<file path="src/hw/rtl/dblmb_pkg.sv">
// Shared types and constants for the debounced button / LED mode block.
// No dependencies.
package dblmb_pkg;

  localparam int unsigned CountW = 16;
  localparam int unsigned DutyW  = 8;
  localparam int unsigned ModeW  = 2;
  localparam int unsigned AddrW  = 4;
  localparam int unsigned DataW  = 32;

  localparam logic [CountW-1:0] CountMax = '1;
  localparam logic [DutyW-1:0]  DutyTop  = '1;

  // register indexes (paddr[3:2])
  localparam logic [1:0] RegDebounce = 2'd0;
  localparam logic [1:0] RegInterval = 2'd1;
  localparam logic [1:0] RegMidDuty  = 2'd2;
  localparam logic [1:0] RegMaxDuty  = 2'd3;

  localparam logic [CountW-1:0] DebounceRst = 16'd50;
  localparam logic [CountW-1:0] IntervalRst = 16'd10;
  localparam logic [DutyW-1:0]  MidDutyRst  = 8'd128;
  localparam logic [DutyW-1:0]  MaxDutyRst  = 8'd255;

  // LED modes
  localparam logic [ModeW-1:0] ModeOff     = 2'd0;
  localparam logic [ModeW-1:0] ModeMid     = 2'd1;
  localparam logic [ModeW-1:0] ModeMax     = 2'd2;
  localparam logic [ModeW-1:0] ModeBreathe = 2'd3;

  typedef struct packed {
    logic [CountW-1:0] debounce_ticks;
    logic [CountW-1:0] breathe_interval_ticks;
    logic [DutyW-1:0]  mid_duty;
    logic [DutyW-1:0]  max_duty;
  } cfg_t;

  // mode after this tick's debounce, and whether a press changed it
  typedef struct packed {
    logic [ModeW-1:0] mode;
    logic             changed;
  } mode_upd_t;

endpackage

</file>
<file path="src/hw/rtl/dblmb_regs.sv">
// APB register file: debounce time, ramp interval and the two fixed duties.
// Depends on dblmb_pkg.
module dblmb_regs (
  input  logic                      clk_i,
  input  logic                      rst_ni,
  input  logic                      psel,
  input  logic                      penable,
  input  logic                      pwrite,
  input  logic [dblmb_pkg::AddrW-1:0] paddr,
  input  logic [dblmb_pkg::DataW-1:0] pwdata,
  output logic [dblmb_pkg::DataW-1:0] prdata,
  output logic                      pready,
  output dblmb_pkg::cfg_t           cfg_o
);
  import dblmb_pkg::*;

  cfg_t       cfg_q, cfg_d;
  logic       wr_en;
  logic [1:0] reg_idx;

  assign wr_en   = psel & penable & pwrite;
  assign reg_idx = paddr[3:2];
  assign pready  = 1'b1;

  always_comb begin
    cfg_d = cfg_q;
    if (wr_en) begin
      unique case (reg_idx)
        RegDebounce: cfg_d.debounce_ticks         = pwdata[CountW-1:0];
        RegInterval: cfg_d.breathe_interval_ticks = pwdata[CountW-1:0];
        RegMidDuty:  cfg_d.mid_duty               = pwdata[DutyW-1:0];
        RegMaxDuty:  cfg_d.max_duty               = pwdata[DutyW-1:0];
        default:     cfg_d = cfg_q;
      endcase
    end
  end

  always_comb begin
    unique case (reg_idx)
      RegDebounce: prdata = {{(DataW-CountW){1'b0}}, cfg_q.debounce_ticks};
      RegInterval: prdata = {{(DataW-CountW){1'b0}}, cfg_q.breathe_interval_ticks};
      RegMidDuty:  prdata = {{(DataW-DutyW){1'b0}}, cfg_q.mid_duty};
      RegMaxDuty:  prdata = {{(DataW-DutyW){1'b0}}, cfg_q.max_duty};
      default:     prdata = '0;
    endcase
  end

  always_ff @(posedge clk_i or negedge rst_ni) begin
    if (!rst_ni) begin
      cfg_q.debounce_ticks         <= DebounceRst;
      cfg_q.breathe_interval_ticks <= IntervalRst;
      cfg_q.mid_duty               <= MidDutyRst;
      cfg_q.max_duty               <= MaxDutyRst;
    end else begin
      cfg_q <= cfg_d;
    end
  end

  assign cfg_o = cfg_q;

endmodule

</file>
<file path="src/hw/rtl/dblmb_debounce.sv">
// Button debouncer and mode counter: a settled press advances the mode.
// Depends on dblmb_pkg.
module dblmb_debounce (
  input  logic                        clk_i,
  input  logic                        rst_ni,
  input  logic                        fire_i,
  input  logic                        level_i,
  input  logic [dblmb_pkg::CountW-1:0] debounce_ticks_i,
  output dblmb_pkg::mode_upd_t        upd_o
);
  import dblmb_pkg::*;

  logic              prev_q, prev_d;
  logic              settled_q, settled_d;
  logic [CountW-1:0] settle_q, settle_d;
  logic [ModeW-1:0]  mode_q, mode_d;
  logic              accept;
  logic              changed;

  always_comb begin
    if (level_i != prev_q) begin
      settle_d = '0;
    end else if (settle_q != CountMax) begin
      settle_d = settle_q + 1'b1;
    end else begin
      settle_d = settle_q;
    end
    accept    = (settle_d > debounce_ticks_i) && (level_i != settled_q);
    settled_d = accept ? level_i : settled_q;
    changed   = accept & ~level_i;
    mode_d    = mode_q + ModeW'(changed);
    prev_d    = level_i;
  end

  always_ff @(posedge clk_i or negedge rst_ni) begin
    if (!rst_ni) begin
      prev_q    <= 1'b1;
      settled_q <= 1'b1;
      settle_q  <= CountMax;
      mode_q    <= ModeOff;
    end else if (fire_i) begin
      prev_q    <= prev_d;
      settled_q <= settled_d;
      settle_q  <= settle_d;
      mode_q    <= mode_d;
    end
  end

  assign upd_o.mode    = mode_d;
  assign upd_o.changed = changed;

endmodule

</file>
<file path="src/hw/rtl/dblmb_ramp.sv">
// Duty selection and triangle breathing ramp for the LED PWM.
// Depends on dblmb_pkg.
module dblmb_ramp (
  input  logic                       clk_i,
  input  logic                       rst_ni,
  input  logic                       fire_i,
  input  dblmb_pkg::mode_upd_t       upd_i,
  input  dblmb_pkg::cfg_t            cfg_i,
  output logic [dblmb_pkg::DutyW-1:0] duty_o
);
  import dblmb_pkg::*;

  logic [DutyW-1:0]  duty_q, duty_d;
  logic [DutyW-1:0]  lvl_q, lvl_d;
  logic              rise_q, rise_d;
  logic [CountW-1:0] cnt_q, cnt_d;
  logic              breathe;

  assign breathe = (upd_i.mode == ModeBreathe);

  always_comb begin
    duty_d = duty_q;
    lvl_d  = lvl_q;
    rise_d = rise_q;
    cnt_d  = cnt_q;
    if (upd_i.changed) begin
      unique case (upd_i.mode)
        ModeOff:     duty_d = '0;
        ModeMid:     duty_d = cfg_i.mid_duty;
        ModeMax:     duty_d = cfg_i.max_duty;
        ModeBreathe: begin
          lvl_d  = '0;
          rise_d = 1'b1;
          cnt_d  = '0;
        end
        default:     duty_d = duty_q;
      endcase
    end else if (breathe && cnt_q != CountMax) begin
      cnt_d = cnt_q + 1'b1;
    end

    // ramp step; turns around at both ends
    if (breathe && cnt_d >= cfg_i.breathe_interval_ticks) begin
      cnt_d = '0;
      if (rise_d) begin
        if (lvl_d >= DutyTop - 1'b1) begin
          lvl_d  = DutyTop;
          rise_d = 1'b0;
        end else begin
          lvl_d = lvl_d + 1'b1;
        end
      end else begin
        if (lvl_d <= DutyW'(1)) begin
          lvl_d  = '0;
          rise_d = 1'b1;
        end else begin
          lvl_d = lvl_d - 1'b1;
        end
      end
      duty_d = lvl_d;
    end
  end

  always_ff @(posedge clk_i or negedge rst_ni) begin
    if (!rst_ni) begin
      duty_q <= '0;
      lvl_q  <= '0;
      rise_q <= 1'b1;
      cnt_q  <= '0;
    end else if (fire_i) begin
      duty_q <= duty_d;
      lvl_q  <= lvl_d;
      rise_q <= rise_d;
      cnt_q  <= cnt_d;
    end
  end

  assign duty_o = duty_d;

endmodule

</file>
<file path="src/hw/rtl/debounced_button_led_mode_breathe.sv">
// Debounced button that steps an LED through off, mid, max and breathing
// modes. One request is one 1 ms tick with the raw button level; one result
// comes out per tick. A tick is captured in an input register, goes through
// the combinational debounce and duty logic and lands in the output register,
// so a new tick is taken every cycle while the output is not blocked. Ticks
// stall only while the output register is full and not taken. Registers:
// 0x0 debounce_ticks, 0x4 breathe_interval_ticks, 0x8 mid_duty, 0xC max_duty.
// Depends on dblmb_pkg, dblmb_regs, dblmb_debounce and dblmb_ramp.
module debounced_button_led_mode_breathe (
  input  logic                        clk_i,
  input  logic                        rst_ni,
  input  logic                        s_axis_tvalid,
  output logic                        s_axis_tready,
  input  logic [7:0]                  s_axis_tdata,  // [0] button_level
  output logic                        m_axis_tvalid,
  input  logic                        m_axis_tready,
  output logic [15:0]                 m_axis_tdata,  // [7:0] pwm_duty, [9:8] led_mode,
                                                     // [10] mode_changed
  input  logic                        psel,
  input  logic                        penable,
  input  logic                        pwrite,
  input  logic [dblmb_pkg::AddrW-1:0] paddr,
  input  logic [dblmb_pkg::DataW-1:0] pwdata,
  output logic [dblmb_pkg::DataW-1:0] prdata,
  output logic                        pready
);
  import dblmb_pkg::*;

  cfg_t             cfg;
  mode_upd_t        upd;
  logic [DutyW-1:0] duty;

  logic             in_vld_q;
  logic             level_q;
  logic             out_vld_q;
  logic [DutyW-1:0] out_duty_q;
  logic [ModeW-1:0] out_mode_q;
  logic             out_chg_q;
  logic             fire;

  assign fire          = in_vld_q & (~out_vld_q | m_axis_tready);
  assign s_axis_tready = ~in_vld_q | fire;

  dblmb_regs u_regs (
    .clk_i   (clk_i),
    .rst_ni  (rst_ni),
    .psel    (psel),
    .penable (penable),
    .pwrite  (pwrite),
    .paddr   (paddr),
    .pwdata  (pwdata),
    .prdata  (prdata),
    .pready  (pready),
    .cfg_o   (cfg)
  );

  dblmb_debounce u_debounce (
    .clk_i            (clk_i),
    .rst_ni           (rst_ni),
    .fire_i           (fire),
    .level_i          (level_q),
    .debounce_ticks_i (cfg.debounce_ticks),
    .upd_o            (upd)
  );

  dblmb_ramp u_ramp (
    .clk_i  (clk_i),
    .rst_ni (rst_ni),
    .fire_i (fire),
    .upd_i  (upd),
    .cfg_i  (cfg),
    .duty_o (duty)
  );

  always_ff @(posedge clk_i or negedge rst_ni) begin
    if (!rst_ni) begin
      in_vld_q  <= 1'b0;
      out_vld_q <= 1'b0;
    end else begin
      if (s_axis_tready) begin
        in_vld_q <= s_axis_tvalid;
      end
      if (fire) begin
        out_vld_q <= 1'b1;
      end else if (m_axis_tready) begin
        out_vld_q <= 1'b0;
      end
    end
  end

  always_ff @(posedge clk_i) begin
    if (s_axis_tready && s_axis_tvalid) begin
      level_q <= s_axis_tdata[0];
    end
    if (fire) begin
      out_duty_q <= duty;
      out_mode_q <= upd.mode;
      out_chg_q  <= upd.changed;
    end
  end

  assign m_axis_tvalid = out_vld_q;
  assign m_axis_tdata  = {5'b0, out_chg_q, out_mode_q, out_duty_q};

endmodule

</file>
<file path="config.mk">
export PLATFORM = sky130hd
export DESIGN_NAME = debounced_button_led_mode_breathe
export DESIGN_NICKNAME = d
export VERILOG_FILES = /design/src/hw/rtl/dblmb_pkg.sv /design/src/hw/rtl/dblmb_regs.sv /design/src/hw/rtl/dblmb_debounce.sv /design/src/hw/rtl/dblmb_ramp.sv /design/src/hw/rtl/debounced_button_led_mode_breathe.sv
export SDC_FILE = /design/constraint.sdc
export NUM_CORES = 1
export LEC_CHECK = 0
export BUFFER_PORTS_ARGS = -buffer_cell sky130_fd_sc_hd__buf_4
export CAP_MARGIN = 20
export CORE_UTILIZATION = 50
export CTS_CLUSTER_SIZE = 24
export DETAILED_ROUTE_END_ITERATION = 7
export GPL_TIMING_DRIVEN = 0
export PLACE_DENSITY = 0.71
export SETUP_SLACK_MARGIN = 0.5
export SYNTH_ARGS = -nofsm -noshare
export SYNTH_HDL_FRONTEND = slang
export SYNTH_SLANG_ARGS = --single-unit
</file>
<file path="constraint.sdc">
create_clock -name clk_i -period 22.3 [get_ports clk_i]
set_clock_uncertainty 0.05 [all_clocks]
set_input_delay 0 -clock clk_i [delete_from_list [all_inputs] [get_ports clk_i]]
set_output_delay 0 -clock clk_i [all_outputs]
set_load 0.005 [all_outputs]
</file>
==> results of run 1 <==
## state kept, by name, summed over array words and instances, names as in the netlist
register	count
u_regs.cfg_o	48
u_debounce.settle_q	16
u_ramp.cnt_q	16
out_duty_q	8
u_ramp.duty_q	8
u_ramp.lvl_q	8
out_mode_q	2
u_debounce.mode_q	2
in_vld_q	1
level_q	1
m_axis_tvalid	1
out_chg_q	1
u_debounce.prev_q	1
u_debounce.settled_q	1
u_ramp.rise_q	1
## area by class of cell
class                           count  area (um2)
Multi-Input combinational cell    598        4140
Fill cell                        1229        5550
Timing Repair Buffer               79         676
Inverter                           39         146
Sequential cell                   115        2980
Tap cell                          184         230
Buffer                             62         345
Clock inverter                      8        73.8
Clock buffer                       24         503
## worst max-delay path, delay by kind of cell, from the launching register on
family	cells	cell delay (ps)
fa+ha+maj	3	1020
flops	1	510
compound gates	7	1350
simple gates	16	4040
buf+inv	6	1620
xor+xnor	1	200
## kinds of logic after synthesis
family	Yosys count	share of synthesized area, %
multiplexers	56	9.38
AO/OA/AOI/OAI	208	19.1
adder cells (fa/ha/maj)	39	6.48
other	2	0.0997
buffers and inverters	101	6.52
XOR/XNOR	19	2.31
AND/OR/NAND/NOR	254	16.5
flip-flops	115	39.5
## timing repair
item                      in CTS  in global routing
resized for setup              0                  0
hold buffers                  22                  0
hold endpoints to repair     139                  0
## power by group through the flow
| stage | Sequential (mW) | Clock (mW) | Combinational [mW] |
|---|---|---|---|
| 2_1_floorplan | 0.258 | 0 | 0.0714 |
| 6_report | 0.263 | 0.264 | 0.117 |
| 5_1_grt | 0.266 | 0.278 | 0.130 |
| 3_5_place_dp | 0.266 | 0 | 0.112 |
| 4_1_cts | 0.263 | 0.268 | 0.116 |
| 3_3_place_gp | 0.265 | 0 | 0.108 |
## layout by cell type (no fill, tap or decap), drive strengths merged, types with 10 or more instances in the layout
master	synthesis	layout
a21o	12	12
a21oi	24	24
a221o	10	10
a31oi	22	22
and3	19	19
buf	35	92
clkbuf	27	51
conb	2	22
dfrtp	70	70
dfstp	33	33
dlygate4sd3	0	22
edfxtp	12	12
ha	39	39
inv	38	39
mux2	37	37
mux2i	11	11
nand2	96	96
nand3	48	48
nor2	38	38
nor3	10	10
o211ai	15	15
o21ai	62	62
o31ai	20	20
xor2	13	13
## through the flow
step                      hold slack, ps  total power, mW  area (um2)  utilization [%]
after floorplan                     -346            0.329        7610                -
final                               49.6            0.644        9090             62.1
after detailed placement           -29.0            0.378        8300             56.7
after global routing                88.4            0.674        9090             62.1
after global placement               128            0.373        8250             56.3
after CTS                           64.9            0.648        9090             62.1
## path summary, 6_finish.rpt
path                                        start                      to  slack [ps]  cells past startpoint
max                        u_debounce.settle_q[6]        u_ramp.cnt_q[14]       13430                     33
min                                        rst_ni         u_ramp.lvl_q[2]          50                      2
max reg2reg                u_debounce.settle_q[6]        u_ramp.cnt_q[14]       13430                     33
min reg2reg                     u_debounce.prev_q       u_debounce.prev_q         430                      2
max in group asynchronous                  rst_ni  u_debounce.settle_q[3]       21400                      3
min in group clk_i                       paddr[3]        u_regs.cfg_o[17]         160                      4
## per-layer routing
layer,GRT usage [%],vias to the layer above,wire length [um]
li1,-,3145,-
met1,37.3,3141,9020
met2,43.2,212,9370
met3,6.79,37,1440
met4,9.15,0,494
met5,0,-,0
==> metrics.csv, run 1 <==
stage,metric,value,unit
grt,grt total ovfl,0,
pwr,sw frac,27.5,%
worst_hold_path,Worst Hold Class,in2async,
critical_path,critical path type,reg2reg,
clock_network,latest clock arrival within the worst-skew pair,430,ps
layout,Layout Cells excl Fill,1109,
place,PortBufs,54,
die,Die H,125,um
clock_network,Root Buffer,clkbuf_16,
detailed_routing,routed vias/inst,5.89,
pwr,Pint,467,uW
grt,initial antenna violation count,0,
synth,most frequent cell after synthesis,nand2_1,
clock_network,clock sink count,115,
place,Cells after DPL,1055,
synth,number of synthesized flops with an enable pin,12,
timing,fin crit share,39.8,%
timing,Tightest Pin Transition,850,ps
synth,mapped cell area,7540,um2
critical_path,CP startpoint kind,flop,
synth,prevailing post-synth register cell,dfrtp_1,
clock_network,"Reg clk slew, reported paths",50,ps
detailed_routing,drt wl/cell,18.3,um
layout,nets@finish,1002,
synth,Cells after Synth,794,
die,Core Region,14600,um2
die,Top Ports,102,
detailed_routing,first drt pass iteration count,8,
timing,final critical-path setup slack,13430,ps
timing,FMAX,113,MHz
pwr,Reg power frac,40.8,%
pwr,sw power,177,uW
layout,diode count,0,
clock_network,# H-tree levels,4,
timing,max-slew violations,0,
critical_path,crit path max fanout,10,
place,Placer Congestion,0.869,
critical_path,Worst Setup End Kind,flop,
outcome,status,finished with violations,
die,initial core utilization,51.5,%
critical_path,critical path's slowest cell,nor3_1,
synth,post-synth cell types,78,
critical_path,Worst path max stage delay,580,ps
pwr,clock power share,41.1,%
clock_network,clock tree buffer depth,2,
synth,Post-synth top cells,"95 x nand2_1, 70 x dfrtp_1, 56 x o21ai_0",
detailed_routing,routed vias,6535,
die,num rows,44,
detailed_routing,post-route ant nets,0,
grt,vias in the first global route,6096,
detailed_routing,DRC viols,18,
layout,layout cell share with drive strength beyond 1,23.4,%
outcome,violated checks,DRC,
grt,largest net degree at the start of global routing,67,
detailed_routing,final WL,20300,um
synth,#FFs+latches synth,115,
timing,Final TNS setup,0,ps
grt,GRT Util Overall,27.6,%
critical_path,CP required,22590,ps
critical_path,WP data arrival,9160,ps
clock_network,TritonCTS clock tree,done,
synth,Async SR Flop Fraction,89.6,%
pwr,Logic pwr share,18.1,%
pwr,leakage,4.13,nW
timing,Final Setup Violations,0,
timing,Slew HR,43.1,%
timing,unrepaired setup endpoints after global routing,false,
synth,sequential area share after synthesis,39.5,%
synth,area share of the largest cell type after synthesis,23.2,%
die,DIE AREA,15600,um2
pwr,Power Dens Cells,70.8,nW/um2
timing,final hold viol count,0,
synth,Synth warnings,0,
place,hpwl dp,14900,um
clock_network,Post-CTS Setup Bufs,0,
timing,Tmin final,8870,ps
clock_network,CTS Buf Count,17,
pwr,worst vdd ir,86.2,uV
grt,first-pass GRT wire length,33000,um
synth,Syn Area/Cell,9.49,um2
layout,Synth-to-Final Area Change,20.7,%
die,Die X,125,um
synth,largest area contributor in the netlist,dfrtp_1,
synth,Area contributors post-synth,"dfrtp_1 23%, dfstp_2 12%, ha_1 6.5%",
detailed_routing,initial drt markers,606,
flow_run,total of max-cap violations,0,
place,dpl ws,13590,ps
(Power assumes the default switching activity.)
==> run 2, diff against run 1 <==
- clock period: 22.3 -> 8.4 ns (I/O delays scaled with it)
==> run 2 against run 1 <==
Largest cell class unchanged. Clock power rose to 2.7 times the previous value. Setup slack lost 13000 ps. Fmax up 18%. Register-to-register slack worse by 13000 ps. The flow still finishes with violations (DRC). Sequential share of layout area fell by 0.56 points. Via count is 1.8% higher. First-iteration DRC count down 0.83%. Worst hold slack better by 5.0 ps. Total power grew to 2.7 times the previous value.
==> metrics.csv, run 2 (same netlist as run 1, synthesis figures left out) <==
stage,metric,value,unit,change
timing,unrepaired setup endpoints after global routing,false,,unchanged
die,DIE AREA,15600,um2,unchanged
timing,Slew HR,46.4,%,was 43.1%
detailed_routing,first drt pass iteration count,8,,unchanged
clock_network,Root Buffer,clkbuf_16,,unchanged
grt,GRT Util Overall,27.7,%,was 27.6%
clock_network,# H-tree levels,4,,unchanged
grt,largest net degree at the start of global routing,67,,unchanged
layout,nets@finish,1006,,was 1002
layout,most frequent cells in the layout,"94 x nand2_1, 84 x buf_4, 70 x dfrtp_1",,"was 95 x nand2_1, 78 x buf_4, 70 x dfrtp_1"
pwr,worst vdd ir,229,uV,was 86.2 uV
die,Die H,125,um,unchanged
flow_run,total of max-cap violations,0,,unchanged
grt,vias in the first global route,6122,,was 6096
critical_path,RR Endpoint,out_duty_q[2],,was u_ramp.cnt_q[14]
layout,Seq. cell area,2980,um2,unchanged
layout,Final Util,63.2,%,was 62.1%
place,hpwl dp,14900,um,unchanged
place,Placer Congestion,0.869,,unchanged
clock_network,CTS Buf Count,17,,unchanged
critical_path,Worst path max stage delay,560,ps,was 580 ps
layout,Synth-to-Final Area Change,22.8,%,was 20.7%
critical_path,WP data arrival,7610,ps,was 9160 ps
critical_path,Reg2Reg Launch Point,u_debounce.settle_q[0],,was u_debounce.settle_q[6]
detailed_routing,final WL,20700,um,was 20300 um
worst_hold_path,Worst Hold Class,in2async,,unchanged
detailed_routing,routed vias/inst,5.98,,was 5.89
layout,multi-input logic area,4250,um2,was 4140 um2
clock_network,TritonCTS clock tree,done,,unchanged
die,Die X,125,um,unchanged
pwr,PnR Total Power,1.71,mW,was 644 uW
timing,final hold viol count,0,,unchanged
outcome,status,finished with violations,,unchanged
place,PortBufs,54,,unchanged
grt,grt total ovfl,0,,unchanged
timing,Tmin final,7500,ps,was 8870 ps
die,Core Region,14600,um2,unchanged
clock_network,clock tree buffer depth,2,,unchanged
layout,"commonest non-fill, non-tap cell in the layout",nand2_1,,unchanged
critical_path,CP required,8500,ps,was 22590 ps
critical_path,critical path type,reg2reg,,unchanged
detailed_routing,DRC viols,20,,was 18
critical_path,r2r setup slk,900,ps,was 13430 ps
layout,layout cell share with drive strength beyond 1,25.4,%,was 23.4%
timing,max-slew violations,0,,unchanged
timing,hold slack,54.6,ps,was 49.6 ps
clock_network,latest clock arrival within the worst-skew pair,430,ps,about the same
die,initial core utilization,51.5,%,unchanged
clock_network,clock sink count,115,,unchanged
die,Top Ports,102,,unchanged
timing,fin crit share,89.3,%,was 39.8%
grt,initial antenna violation count,0,,unchanged
layout,Fillers,1211,,was 1229
grt,first-pass GRT wire length,33100,um,was 33000 um
timing,Final Setup Violations,0,,unchanged
layout,max FFs per register,48,,unchanged
detailed_routing,routed vias,6651,,was 6535
critical_path,crit path max fanout,10,,unchanged
detailed_routing,initial drt markers,601,,was 606
timing,Tightest Pin Transition,802,ps,was 850 ps
layout,diode count,0,,unchanged
critical_path,Reg2Reg Depth,34,,was 33
pwr,leakage,4.22,nW,was 4.13 nW
critical_path,CP startpoint kind,flop,,unchanged
timing,FMAX,133,MHz,was 113 MHz
pwr,Power Dens Cells,185,nW/um2,was 70.8 nW/um2
detailed_routing,drt wl/cell,18.6,um,was 18.3 um
critical_path,Worst Setup End Kind,flop,,unchanged
clock_network,"Reg clk slew, reported paths",50,ps,about the same
critical_path,critical path's slowest cell,dfstp_2,,was nor3_1
die,num rows,44,,unchanged
detailed_routing,post-route ant nets,0,,unchanged
critical_path,most frequent CP cell,ha_1,,
outcome,violated checks,DRC,,unchanged
## run 2: metrics by stage
stage	setup slack, ps	setup TNS, ps	area, um2	instances
detailed placement	-314	-5000	8300	1055
CTS	498	0	9120	1109
finish	896	0	9250	1113
global placement	-260	-3760	8250	1052
global route	500	0	9250	1113
floorplan	1300	0	7610	814
## run 2: critical path: cells and delay by family (launching register included)
family	cells	cell delay, ps
flip-flops	1	560
buffers and inverters	5	880
AO/OA/AOI/OAI	9	1770
adder cells (fa/ha/maj)	4	1020
AND/OR/NAND/NOR	14	2570
XOR/XNOR	2	370
## run 2: layout make-up
cell class | count | share of cell area (%)
inverters | 39 | 1.58
clock inverters | 8 | 0.798
repair buffers | 83 | 7.63
clock buffers | 24 | 5.44
plain buffers | 62 | 3.95
flip-flops and latches | 115 | 32.2
well taps | 184 | 2.49
multi-input cells | 598 | 45.9
## run 2: where the power goes
group / total, mW / leakage, nW / switching, mW / internal [mW]
Clock: 0.702 / 0.278 / 0.257 / 0.445
Combinational: 0.315 / 2.60 / 0.164 / 0.151
Sequential: 0.698 / 1.34 / 0.0538 / 0.644
Total: 1.71 / 4.22 / 0.474 / 1.24
## run 2: how the worst max path moves through the flow
stage                                      start                to  slack (ps)  cells past startpoint
after floorplan           u_debounce.settle_q[6]  u_ramp.duty_q[5]        1300                     33
after global placement    u_debounce.settle_q[6]  u_ramp.cnt_q[14]        -260                     34
after detailed placement  u_debounce.settle_q[6]  u_ramp.duty_q[1]        -310                     32
after CTS                 u_debounce.settle_q[6]  u_ramp.cnt_q[14]         500                     32
after global routing      u_debounce.settle_q[0]     out_duty_q[2]         500                     34
final                     u_debounce.settle_q[0]     out_duty_q[2]         900                     34
## run 2: timing repair
item	4_1_cts	5_1_grt
hold buffers	22	0
setup buffers	0	4
hold endpoints to repair	139	0
pin swaps	0	2
endpoints found under the setup margin	41	41
gates resized for setup	10	26
## run 2: routing by layer
| metal | share of wire (%) | GRT usage, % | routed length, um |
|---|---|---|---|
| met5 | 0 | 0 | 0 |
| met4 | 2.5 | 9.44 | 518 |
| met3 | 7.0 | 6.79 | 1440 |
| met2 | 46 | 43.3 | 9580 |
| met1 | 44 | 37.4 | 9120 |
